`src/rtl/pps_pkg.sv`:
```
// shared constants, types and codes of the priority scheduler
`default_nettype none
package pps_pkg;

    localparam int MAX_TASKS     = 16;
    localparam int PRIORITY_BITS = 8;
    localparam int TIME_BITS     = 20;

    localparam int SLOT_W = (MAX_TASKS > 1) ? $clog2(MAX_TASKS) : 1;
    localparam int CNT_W  = $clog2(MAX_TASKS + 1);

    // fixed field widths of the channels
    localparam int CMD_W       = 2;
    localparam int IN_TIME_W   = 20;
    localparam int BURST_W     = 16;
    localparam int IN_PRIO_W   = 8;
    localparam int OUT_TIME_W  = 20;
    localparam int OUT_SLOT_W  = 4;
    localparam int OTHERS_W    = 4;
    localparam int OTHERS_MAX  = (1 << OTHERS_W) - 1;
    localparam int WIDE_W      = (TIME_BITS > BURST_W) ? TIME_BITS : BURST_W;

    // command codes
    localparam logic [CMD_W-1:0] CMD_LOAD  = 2'd0;
    localparam logic [CMD_W-1:0] CMD_TICK  = 2'd1;
    localparam logic [CMD_W-1:0] CMD_CLEAR = 2'd2;

    typedef logic [TIME_BITS-1:0]     t_time;
    typedef logic [BURST_W-1:0]       t_burst;
    typedef logic [PRIORITY_BITS-1:0] t_prio;
    typedef logic [SLOT_W-1:0]        t_slot;
    typedef logic [CNT_W-1:0]         t_cnt;
    typedef logic [OUT_TIME_W-1:0]    t_out_time;
    typedef logic [WIDE_W-1:0]        t_wide;

    typedef struct packed {
        t_time  arrival;
        t_burst burst;
        t_prio  prio;
        t_burst remaining;
    } t_entry;

    typedef struct packed {
        logic   en;
        t_slot  addr;
        t_entry data;
    } t_mem_wr;

    typedef struct packed {
        logic  en;
        t_slot addr;
    } t_mem_rd;

    typedef struct packed {
        logic [CMD_W-1:0]     cmd;
        logic [IN_TIME_W-1:0] arrival_time;
        t_burst               burst_length;
        logic [IN_PRIO_W-1:0] task_priority;
    } t_task;

    typedef struct packed {
        t_out_time             time_now;
        logic                  cpu_idle;
        logic [OUT_SLOT_W-1:0] running_slot;
        logic [OTHERS_W-1:0]   others_ready;
        logic                  task_finished;
        t_out_time             completion_time;
        t_out_time             turnaround_time;
        t_out_time             waiting_time;
        logic                  all_done;
    } t_result;

endpackage
`default_nettype wire

```
`src/rtl/pps_in_if.sv`:
```
// input channel of the scheduler: commands and task loads
`default_nettype none
interface pps_in_if;
    logic                           valid;
    logic                           ready;
    logic [pps_pkg::CMD_W-1:0]      cmd;
    logic [pps_pkg::IN_TIME_W-1:0]  arrival_time;
    logic [pps_pkg::BURST_W-1:0]    burst_length;
    logic [pps_pkg::IN_PRIO_W-1:0]  task_priority;

    modport source (output valid, cmd, arrival_time, burst_length, task_priority,
                    input ready);
    modport sink   (input valid, cmd, arrival_time, burst_length, task_priority,
                    output ready);
endinterface
`default_nettype wire

```
`src/rtl/pps_out_if.sv`:
```
// output channel of the scheduler: one record per tick
`default_nettype none
interface pps_out_if;
    logic                            valid;
    logic                            ready;
    logic [pps_pkg::OUT_TIME_W-1:0]  time_now;
    logic                            cpu_idle;
    logic [pps_pkg::OUT_SLOT_W-1:0]  running_slot;
    logic [pps_pkg::OTHERS_W-1:0]    others_ready;
    logic                            task_finished;
    logic [pps_pkg::OUT_TIME_W-1:0]  completion_time;
    logic [pps_pkg::OUT_TIME_W-1:0]  turnaround_time;
    logic [pps_pkg::OUT_TIME_W-1:0]  waiting_time;
    logic                            all_done;

    modport source (output valid, time_now, cpu_idle, running_slot, others_ready,
                    task_finished, completion_time, turnaround_time, waiting_time,
                    all_done, input ready);
    modport sink   (input valid, time_now, cpu_idle, running_slot, others_ready,
                    task_finished, completion_time, turnaround_time, waiting_time,
                    all_done, output ready);
endinterface
`default_nettype wire

```
`src/rtl/pps_task_ram.sv`:
```
// task table memory, one write port and one registered read port
`default_nettype none
module pps_task_ram (
    input  wire logic             i_clk,
    input  wire pps_pkg::t_mem_wr i_wr,
    input  wire pps_pkg::t_mem_rd i_rd,
    output pps_pkg::t_entry       o_rd_data
);

    pps_pkg::t_entry r_mem [pps_pkg::MAX_TASKS];
    pps_pkg::t_entry r_rd_data;

    always_ff @(posedge i_clk) begin
        if (i_wr.en) begin
            r_mem[i_wr.addr] <= i_wr.data;
        end
    end

    always_ff @(posedge i_clk) begin
        if (i_rd.en) begin
            r_rd_data <= r_mem[i_rd.addr];
        end
    end

    assign o_rd_data = r_rd_data;

endmodule
`default_nettype wire

```
`src/rtl/pps_ctrl.sv`:
```
// command sequencer: loads, clears, table scan, pick of best task and write-back
`default_nettype none
module pps_ctrl (
    input  wire logic             i_clk,
    input  wire logic             i_rst_n,
    input  wire logic             i_task_valid,
    output logic                  o_task_ready,
    input  wire pps_pkg::t_task   i_task,
    output pps_pkg::t_mem_wr      o_mem_wr,
    output pps_pkg::t_mem_rd      o_mem_rd,
    input  wire pps_pkg::t_entry  i_mem_data,
    input  wire logic             i_res_free,
    output logic                  o_res_valid,
    output pps_pkg::t_result      o_res
);

    localparam logic [1:0] ST_IDLE = 2'd0;
    localparam logic [1:0] ST_SCAN = 2'd1;
    localparam logic [1:0] ST_FIN  = 2'd2;

    localparam pps_pkg::t_time TIME_MAX = '1;

    // control state
    logic [1:0]       r_state, n_state;
    pps_pkg::t_cnt    r_loaded, n_loaded;
    pps_pkg::t_cnt    r_finished, n_finished;
    pps_pkg::t_time   r_tick, n_tick;
    pps_pkg::t_cnt    r_issue_idx, n_issue_idx;
    logic             r_chk_vld, n_chk_vld;
    logic             r_found, n_found;
    logic             r_skip, n_skip;

    // scan payload
    pps_pkg::t_slot   r_chk_idx, n_chk_idx;
    pps_pkg::t_time   r_comp, n_comp;
    pps_pkg::t_slot   r_best, n_best;
    pps_pkg::t_entry  r_best_ent, n_best_ent;
    pps_pkg::t_time   r_best_tat, n_best_tat;
    pps_pkg::t_cnt    r_ready_cnt, n_ready_cnt;

    logic             accept;
    logic             ent_ready;
    logic             last_chk;
    logic             fin_task;
    pps_pkg::t_cnt    fin_count;
    pps_pkg::t_cnt    others;
    pps_pkg::t_entry  load_ent;
    pps_pkg::t_entry  wb_ent;

    assign o_task_ready = (r_state == ST_IDLE);
    assign accept       = i_task_valid && o_task_ready;

    assign ent_ready = (i_mem_data.arrival <= r_tick) && (i_mem_data.remaining != '0);
    assign last_chk  = r_chk_vld
                       && ((pps_pkg::t_cnt'(r_chk_idx) + pps_pkg::t_cnt'(1)) == r_loaded);

    assign fin_task  = r_found && (r_best_ent.remaining == pps_pkg::t_burst'(1));
    assign fin_count = r_finished + pps_pkg::t_cnt'(fin_task);
    assign others    = r_ready_cnt - pps_pkg::t_cnt'(1);

    always_comb begin
        load_ent.arrival   = pps_pkg::t_time'(i_task.arrival_time);
        load_ent.burst     = i_task.burst_length;
        load_ent.prio      = pps_pkg::t_prio'(i_task.task_priority);
        load_ent.remaining = i_task.burst_length;
        wb_ent             = r_best_ent;
        wb_ent.remaining   = r_best_ent.remaining - pps_pkg::t_burst'(1);
    end

    // memory ports
    always_comb begin
        o_mem_wr.en   = 1'b0;
        o_mem_wr.addr = r_loaded[pps_pkg::SLOT_W-1:0];
        o_mem_wr.data = load_ent;
        if (r_state == ST_FIN) begin
            o_mem_wr.en   = i_res_free && r_found;
            o_mem_wr.addr = r_best;
            o_mem_wr.data = wb_ent;
        end else if (accept && (i_task.cmd == pps_pkg::CMD_LOAD)) begin
            o_mem_wr.en = (r_loaded < pps_pkg::t_cnt'(pps_pkg::MAX_TASKS))
                          && (i_task.burst_length != '0);
        end
        o_mem_rd.en   = (r_state == ST_SCAN) && (r_issue_idx < r_loaded);
        o_mem_rd.addr = r_issue_idx[pps_pkg::SLOT_W-1:0];
    end

    // result record built in the finish state
    always_comb begin
        o_res_valid             = (r_state == ST_FIN) && i_res_free;
        o_res.time_now          = pps_pkg::t_out_time'(r_tick);
        o_res.cpu_idle          = !r_found;
        o_res.running_slot      = r_found ? pps_pkg::OUT_SLOT_W'(r_best) : '0;
        o_res.others_ready      = '0;
        o_res.task_finished     = fin_task;
        o_res.completion_time   = '0;
        o_res.turnaround_time   = '0;
        o_res.waiting_time      = '0;
        o_res.all_done          = (fin_count >= r_loaded);
        if (r_found) begin
            o_res.others_ready = (others > pps_pkg::t_cnt'(pps_pkg::OTHERS_MAX))
                                 ? pps_pkg::OTHERS_W'(pps_pkg::OTHERS_MAX)
                                 : pps_pkg::OTHERS_W'(others);
        end
        if (fin_task) begin
            o_res.completion_time = pps_pkg::t_out_time'(r_comp);
            o_res.turnaround_time = pps_pkg::t_out_time'(r_best_tat);
            // floored at zero once time has saturated
            if (pps_pkg::t_wide'(r_best_tat) > pps_pkg::t_wide'(r_best_ent.burst)) begin
                o_res.waiting_time = pps_pkg::t_out_time'(pps_pkg::t_wide'(r_best_tat)
                                     - pps_pkg::t_wide'(r_best_ent.burst));
            end
        end
    end

    always_comb begin
        n_state     = r_state;
        n_loaded    = r_loaded;
        n_finished  = r_finished;
        n_tick      = r_tick;
        n_issue_idx = r_issue_idx;
        n_chk_vld   = 1'b0;
        n_found     = r_found;
        n_skip      = r_skip;
        n_chk_idx   = o_mem_rd.addr;
        n_comp      = r_comp;
        n_best      = r_best;
        n_best_ent  = r_best_ent;
        n_best_tat  = r_best_tat;
        n_ready_cnt = r_ready_cnt;

        case (r_state)
            ST_IDLE: begin
                if (accept) begin
                    case (i_task.cmd)
                        pps_pkg::CMD_LOAD: begin
                            if (o_mem_wr.en) begin
                                n_loaded = r_loaded + pps_pkg::t_cnt'(1);
                            end
                        end
                        pps_pkg::CMD_CLEAR: begin
                            n_loaded   = '0;
                            n_finished = '0;
                            n_tick     = '0;
                        end
                        pps_pkg::CMD_TICK: begin
                            n_issue_idx = '0;
                            n_found     = 1'b0;
                            n_ready_cnt = '0;
                            n_comp      = (r_tick != TIME_MAX)
                                          ? r_tick + pps_pkg::t_time'(1) : r_tick;
                            n_skip      = (r_finished >= r_loaded);
                            n_state     = (r_finished >= r_loaded) ? ST_FIN : ST_SCAN;
                        end
                        default: begin
                        end
                    endcase
                end
            end
            ST_SCAN: begin
                n_chk_vld = o_mem_rd.en;
                if (o_mem_rd.en) begin
                    n_issue_idx = r_issue_idx + pps_pkg::t_cnt'(1);
                end
                if (r_chk_vld && ent_ready) begin
                    n_ready_cnt = r_ready_cnt + pps_pkg::t_cnt'(1);
                    // strict compare keeps the lowest slot on a tie
                    if (!r_found || (i_mem_data.prio < r_best_ent.prio)) begin
                        n_found    = 1'b1;
                        n_best     = r_chk_idx;
                        n_best_ent = i_mem_data;
                        n_best_tat = r_comp - i_mem_data.arrival;
                    end
                end
                if (last_chk) begin
                    n_state = ST_FIN;
                end
            end
            ST_FIN: begin
                if (i_res_free) begin
                    n_finished = fin_count;
                    if (!r_skip) begin
                        n_tick = r_comp;
                    end
                    n_state = ST_IDLE;
                end
            end
            default: begin
                n_state = ST_IDLE;
            end
        endcase
    end

    always_ff @(posedge i_clk) begin
        if (!i_rst_n) begin
            r_state     <= ST_IDLE;
            r_loaded    <= '0;
            r_finished  <= '0;
            r_tick      <= '0;
            r_issue_idx <= '0;
            r_chk_vld   <= 1'b0;
            r_found     <= 1'b0;
            r_skip      <= 1'b0;
        end else begin
            r_state     <= n_state;
            r_loaded    <= n_loaded;
            r_finished  <= n_finished;
            r_tick      <= n_tick;
            r_issue_idx <= n_issue_idx;
            r_chk_vld   <= n_chk_vld;
            r_found     <= n_found;
            r_skip      <= n_skip;
        end
    end

    always_ff @(posedge i_clk) begin
        r_chk_idx   <= n_chk_idx;
        r_comp      <= n_comp;
        r_best      <= n_best;
        r_best_ent  <= n_best_ent;
        r_best_tat  <= n_best_tat;
        r_ready_cnt <= n_ready_cnt;
    end

    a_fin_le_loaded: assert property (@(posedge i_clk) disable iff (!i_rst_n)
        r_finished <= r_loaded)
        else $error("finished count above loaded count");

    a_fin_counted: assert property (@(posedge i_clk) disable iff (!i_rst_n)
        (o_res_valid && o_res.task_finished)
        |=> (r_finished == $past(r_finished) + pps_pkg::t_cnt'(1)))
        else $error("completed task not counted");

    a_tick_step: assert property (@(posedge i_clk) disable iff (!i_rst_n)
        (r_tick != $past(r_tick))
        |-> ((r_tick == $past(r_tick) + pps_pkg::t_time'(1)) || (r_tick == '0)))
        else $error("time counter jumped");

endmodule
`default_nettype wire

```
`src/rtl/preemptive_priority_scheduler.sv`:
```
// load, clear and unused commands complete in the cycle they are accepted
// a tick runs the scan state, which reads the task table memory at one read per
// cycle, then the finish state, which fills the result register when it is free
// a tick after all tasks are done skips the scan and goes to the finish state
// the result register lets the next item enter while a result waits
// reset (synchronous, active low) empties the table and zeroes time; no sweep
`default_nettype none
module preemptive_priority_scheduler (
    input  wire logic  i_clk,
    input  wire logic  i_rst_n,
    pps_in_if.sink     i_task,
    pps_out_if.source  o_sched
);

    pps_pkg::t_task    task_item;
    pps_pkg::t_mem_wr  mem_wr;
    pps_pkg::t_mem_rd  mem_rd;
    pps_pkg::t_entry   mem_data;
    pps_pkg::t_result  res;
    logic              res_valid;
    logic              res_free;

    // output register
    logic              r_out_valid;
    pps_pkg::t_result  r_out;

    // pack the input channel fields
    always_comb begin
        task_item.cmd           = i_task.cmd;
        task_item.arrival_time  = i_task.arrival_time;
        task_item.burst_length  = i_task.burst_length;
        task_item.task_priority = i_task.task_priority;
    end

    // table of slot records: arrival, burst, priority, remaining work
    pps_task_ram u_ram (
        .i_clk     (i_clk),
        .i_wr      (mem_wr),
        .i_rd      (mem_rd),
        .o_rd_data (mem_data)
    );

    // sequencer: takes a transfer only when idle, scans, writes back
    pps_ctrl u_ctrl (
        .i_clk        (i_clk),
        .i_rst_n      (i_rst_n),
        .i_task_valid (i_task.valid),
        .o_task_ready (i_task.ready),
        .i_task       (task_item),
        .o_mem_wr     (mem_wr),
        .o_mem_rd     (mem_rd),
        .i_mem_data   (mem_data),
        .i_res_free   (res_free),
        .o_res_valid  (res_valid),
        .o_res        (res)
    );

    // register is free when empty or being drained this cycle
    assign res_free = !r_out_valid || o_sched.ready;

    always_ff @(posedge i_clk) begin
        if (!i_rst_n) begin
            r_out_valid <= 1'b0;
        end else if (res_free) begin
            r_out_valid <= res_valid;
        end
    end

    always_ff @(posedge i_clk) begin
        if (res_free && res_valid) begin
            r_out <= res;
        end
    end

    assign o_sched.valid           = r_out_valid;
    assign o_sched.time_now        = r_out.time_now;
    assign o_sched.cpu_idle        = r_out.cpu_idle;
    assign o_sched.running_slot    = r_out.running_slot;
    assign o_sched.others_ready    = r_out.others_ready;
    assign o_sched.task_finished   = r_out.task_finished;
    assign o_sched.completion_time = r_out.completion_time;
    assign o_sched.turnaround_time = r_out.turnaround_time;
    assign o_sched.waiting_time    = r_out.waiting_time;
    assign o_sched.all_done        = r_out.all_done;

endmodule
`default_nettype wire
```
`src/flat_wrapper.sv`:
```
// flat-port wrapper written by rule: the top's interface ports become plain ports
module preemptive_priority_scheduler_flat 
  (i_clk, i_rst_n, i_task_valid, i_task_cmd, i_task_arrival_time, i_task_burst_length, i_task_task_priority, i_task_ready, o_sched_valid, o_sched_time_now, o_sched_cpu_idle, o_sched_running_slot, o_sched_others_ready, o_sched_task_finished, o_sched_completion_time, o_sched_turnaround_time, o_sched_waiting_time, o_sched_all_done, o_sched_ready);
  pps_in_if i_task_i ();
  pps_out_if o_sched_i ();
  input  wire logic i_clk;
  input  wire logic i_rst_n;
  input wire logic [$bits(i_task_i.valid)-1:0] i_task_valid;
  input wire logic [$bits(i_task_i.cmd)-1:0] i_task_cmd;
  input wire logic [$bits(i_task_i.arrival_time)-1:0] i_task_arrival_time;
  input wire logic [$bits(i_task_i.burst_length)-1:0] i_task_burst_length;
  input wire logic [$bits(i_task_i.task_priority)-1:0] i_task_task_priority;
  output wire logic [$bits(i_task_i.ready)-1:0] i_task_ready;
  output wire logic [$bits(o_sched_i.valid)-1:0] o_sched_valid;
  output wire logic [$bits(o_sched_i.time_now)-1:0] o_sched_time_now;
  output wire logic [$bits(o_sched_i.cpu_idle)-1:0] o_sched_cpu_idle;
  output wire logic [$bits(o_sched_i.running_slot)-1:0] o_sched_running_slot;
  output wire logic [$bits(o_sched_i.others_ready)-1:0] o_sched_others_ready;
  output wire logic [$bits(o_sched_i.task_finished)-1:0] o_sched_task_finished;
  output wire logic [$bits(o_sched_i.completion_time)-1:0] o_sched_completion_time;
  output wire logic [$bits(o_sched_i.turnaround_time)-1:0] o_sched_turnaround_time;
  output wire logic [$bits(o_sched_i.waiting_time)-1:0] o_sched_waiting_time;
  output wire logic [$bits(o_sched_i.all_done)-1:0] o_sched_all_done;
  input wire logic [$bits(o_sched_i.ready)-1:0] o_sched_ready;
  assign i_task_i.valid = i_task_valid;
  assign i_task_i.cmd = i_task_cmd;
  assign i_task_i.arrival_time = i_task_arrival_time;
  assign i_task_i.burst_length = i_task_burst_length;
  assign i_task_i.task_priority = i_task_task_priority;
  assign i_task_ready = i_task_i.ready;
  assign o_sched_valid = o_sched_i.valid;
  assign o_sched_time_now = o_sched_i.time_now;
  assign o_sched_cpu_idle = o_sched_i.cpu_idle;
  assign o_sched_running_slot = o_sched_i.running_slot;
  assign o_sched_others_ready = o_sched_i.others_ready;
  assign o_sched_task_finished = o_sched_i.task_finished;
  assign o_sched_completion_time = o_sched_i.completion_time;
  assign o_sched_turnaround_time = o_sched_i.turnaround_time;
  assign o_sched_waiting_time = o_sched_i.waiting_time;
  assign o_sched_all_done = o_sched_i.all_done;
  assign o_sched_i.ready = o_sched_ready;
  preemptive_priority_scheduler u_core (.i_clk(i_clk), .i_rst_n(i_rst_n), .i_task(i_task_i), .o_sched(o_sched_i));
endmodule
```
`config.mk`:
```
export PLATFORM = sky130hd
export DESIGN_NAME = preemptive_priority_scheduler_flat
export DESIGN_NICKNAME = d
export VERILOG_FILES = /design/src/rtl/pps_pkg.sv /design/src/rtl/pps_in_if.sv /design/src/rtl/pps_out_if.sv /design/src/rtl/pps_task_ram.sv /design/src/rtl/pps_ctrl.sv /design/src/rtl/preemptive_priority_scheduler.sv /design/src/flat_wrapper.sv
export SDC_FILE = /design/constraint.sdc
export NUM_CORES = 1
export LEC_CHECK = 0
export ABC_AREA = 1
export BUFFER_PORTS_ARGS = -buffer_cell sky130_fd_sc_hd__buf_2
export CORE_ASPECT_RATIO = 0.6
export CORE_MARGIN = 5
export CORE_UTILIZATION = 42
export DETAILED_ROUTE_END_ITERATION = 12
export GPL_TIMING_DRIVEN = 0
export HOLD_SLACK_MARGIN = 0.08
export PLACE_DENSITY = 0.54
export SYNTH_ARGS = -nofsm -noshare
export SYNTH_HDL_FRONTEND = slang
export SYNTH_HIERARCHICAL = 1
export SYNTH_SLANG_ARGS = --single-unit
```
`constraint.sdc`:
```
create_clock -name i_clk -period 9.8 [get_ports i_clk]
set_input_delay 0.49 -clock i_clk [delete_from_list [all_inputs] [get_ports i_clk]]
set_output_delay 0.49 -clock i_clk [all_outputs]
set_load 0.02 [all_outputs]
```
==> out/metrics.cfg <==
[cells_and_area]
area_growth_pct=14.5
design_area_mm2=0.0647
multi_input_area_mm2=0.0142
nNetsFinal=5991
fillCellCount=12429
largest_reg_flops=960
final_cell_mix=1645 x nand2_1, 1220 x edfxtp_1, 956 x inv_1
final-seq-area_mm2=0.0375
drive_gt1_share_pct=9.53
top_register=u_core/u_ram/r_mem
final_common_cell=nand2_1
fin_cells=7753

[sta]
slew_violations=0
maxSlewHeadroom_pct=2.31
rsz0062_at_grt=false
max_freq_mhz=259
setup_viol=0
tightest_slew_ns=1.45
period_share_pct=39.4
finClkSkew_ns=0.0245
hold_violations=0
tns_ns=0
period_minus_slack_ns=3.86

[clock_network]
postCtsResizedCells=0
cts-root-buf=clkbuf_16
cts_tree=yes
cts.htree.levels=3
worstSkewPairLatency_ns=0.75
cts_made_buffers=117
post-cts-setup-buffers=0
clkTransAtPathRegs_ns=0.07
cts.sinks=1265
clock_path_buffers=3

[critical_path]
cp-end-kind=flop
critPathMostFrequentCell=ha_1
regToRegStartpoint=u_core/u_ctrl/r_found
slowest_delay_ns=1.17
r2r_setup_slack_ns=5.94
worstPathMaxFanout=10
critPathTopFamily=simple AND/OR/NAND/NOR gates
worstPathRequired_ns=10.30
cp-start-kind=flop
critPathSlowestCell=nor4_4
path_cells=buf_4, inv_2, nor2_1, nand3_1, nor4_4, ha_1, ha_1, xor2_1, ha_1, inv_1, o21bai_1, a21oi_1, o21bai_1
crit_buf_inv=3
worstSetupPathType=flop to flop
rr_worst_depth=13
worstReg2RegEnd=u_core/o_sched.all_done
cp.arrival_ns=4.36

[routing]
post_drt_wl_per_cell_um=22.2
dr.first_iter.drc_count=4651
vias=39314
route.detailed.drc=0
wirelength_um=172000
ant_nets=0
post_drt_via_cell_ratio=5.07
firstDrtPassIters=6

[run_status]
status=finished with violations
violations=capacitance limit

[hold_path]
hold_class=primary input to flop
holdPathStages=4
holdPathEnd=u_core/u_ctrl/r_loaded[3]
hold_start=i_task_cmd[0]

[pwr]
vdd_drop_max_uv=169
power.density_mw_per_mm2=178
total_power_uw=11500
leakagePower_uw=0.0273

[global_route]
grt_pass1_wl_um=248000
grt_pass1_vias=35845
grt_max_degree=61
antenna_found_initial=17
track_usage_pct=23.8
grt_overflow=0

[place]
port_buffers=142
place_area_mm2=0.0608
dp_cells=7532
place_congestion=0.887
dp_hpwl_um=122000

[synth]
synth_edf_count=1220
yosys_warnings=6
avgSynthCellArea_um2=10.2
synthDistinctLibCells=46
async_reset_ff_share_pct=0
syn-num-nets=5656
seq_area_frac_synth_pct=66.5
ys_ff_latch=1265
netlist_area_mm2=0.0565
synth_ff_type=edfxtp_1
synthCells=5517

[floorplanning]
io_pins=143
die_h_um=294
dieArea_mm2=0.142
fp.dieW_um=483
initial_core_util_pct=42.2
rows=104
core_area_mm2=0.134

[flow_run]
maxCapViolCount=1

worst register-to-register path: stages (launching register included):
cell and delay (ns):
dfxtp_1 0.31, buf_4 0.18, inv_2 0.17, nor2_1 0.17, nand3_1 0.13, nor4_4 1.17
ha_1 0.42, ha_1 0.24, xor2_1 0.23, ha_1 0.28, inv_1 0.06, o21bai_1 0.07
a21oi_1 0.13, o21bai_1 0.07
worst max-delay path by stage:
stage                          startpoint                           end  slack [ns]  depth (start not counted)
2_1_floorplan    u_core/u_ctrl/r_state[1]       u_core/o_sched.all_done        3.87                          6
3_3_place_gp   u_core/u_ram/o_rd_data[59]  u_core/u_ctrl/r_best_ent[25]        1.36                          9
3_5_place_dp     u_core/u_ctrl/r_state[1]     u_core/u_ram/r_mem[4][23]        6.01                          9
4_1_cts          u_core/u_ctrl/r_state[1]     u_core/u_ram/r_mem[4][29]        6.00                          9
5_1_grt          u_core/u_ctrl/r_state[1]     u_core/u_ram/r_mem[13][9]        5.73                         10
6_report            u_core/u_ctrl/r_found       u_core/o_sched.all_done        5.94                         13
where the power goes:
group	internal [µW]	total (µW)	switching, µW
clock network	2650	4690	2040
registers	6030	6050	26.1
logic	197	787	590
cell usage after synthesis (25+ instances only):
library cell / n / area [µm²]
edfxtp_1: 1220 / 36600
nand2_1: 1645 / 6170
nand3_1: 800 / 4000
clkbuf_1: 74 / 278
ha_1: 87 / 1090
inv_1: 957 / 3590
o21ai_0: 66 / 330
xor2_1: 36 / 315
buf_4: 26 / 195
a21oi_1: 89 / 445
nor3_1: 25 / 125
nor2_1: 194 / 728
buf_2: 110 / 551
dfxtp_1: 45 / 901
layer usage:
| layer | vias to the layer above | wire length [µm] | GRT usage, % |
|---|---|---|---|
| met1 | 18762 | 83200 | 38.3 |
| li1 | 18681 | - | - |
| met3 | 189 | 19000 | 6.46 |
| met5 | - | 42 | 0 |
| met2 | 1676 | 66500 | 31.9 |
| met4 | 6 | 3250 | 4.42 |
repair_timing:
action / CTS / global route
hold buffers: 3 / 0
endpoints found under the setup margin: 0 / 0
endpoints found under the hold margin: 7 / 0
metrics by stage:
step | hold WS (ns) | utilization [%] | setup WS [ns]
6_report | 0.198 | 48.3 | 5.94
5_1_grt | 0.175 | 48.3 | 5.73
4_1_cts | 0.122 | 48.3 | 6.00
3_5_place_dp | 0.405 | 45.4 | 6.01
3_3_place_gp | 0.401 | 44.4 | 1.36
2_1_floorplan | 0.377 | - | 3.87
area by class of cell:
class                      instances  share of cell area, %
sequential                      1265                   58.1
multi-input combinational       3054                   22.0
inverter                         965                   5.61
clock buffer                     158                   5.01
tap                             1802                   3.49
timing repair buffer             216                   2.97
buffer                           233                   1.88
clock inverter                    59                  0.970
antenna                            1                0.00387
logic make-up after synthesis:
group / synth area share [%]
DFF: 66.5
AOI/OAI and AO/OA: 1.90
and+or+nand+nor: 20.1
xor gates and xnor gates: 0.915
buffers and inverters: 8.57
adders and majority gates: 2.00
(Power assumes the default switching activity.)
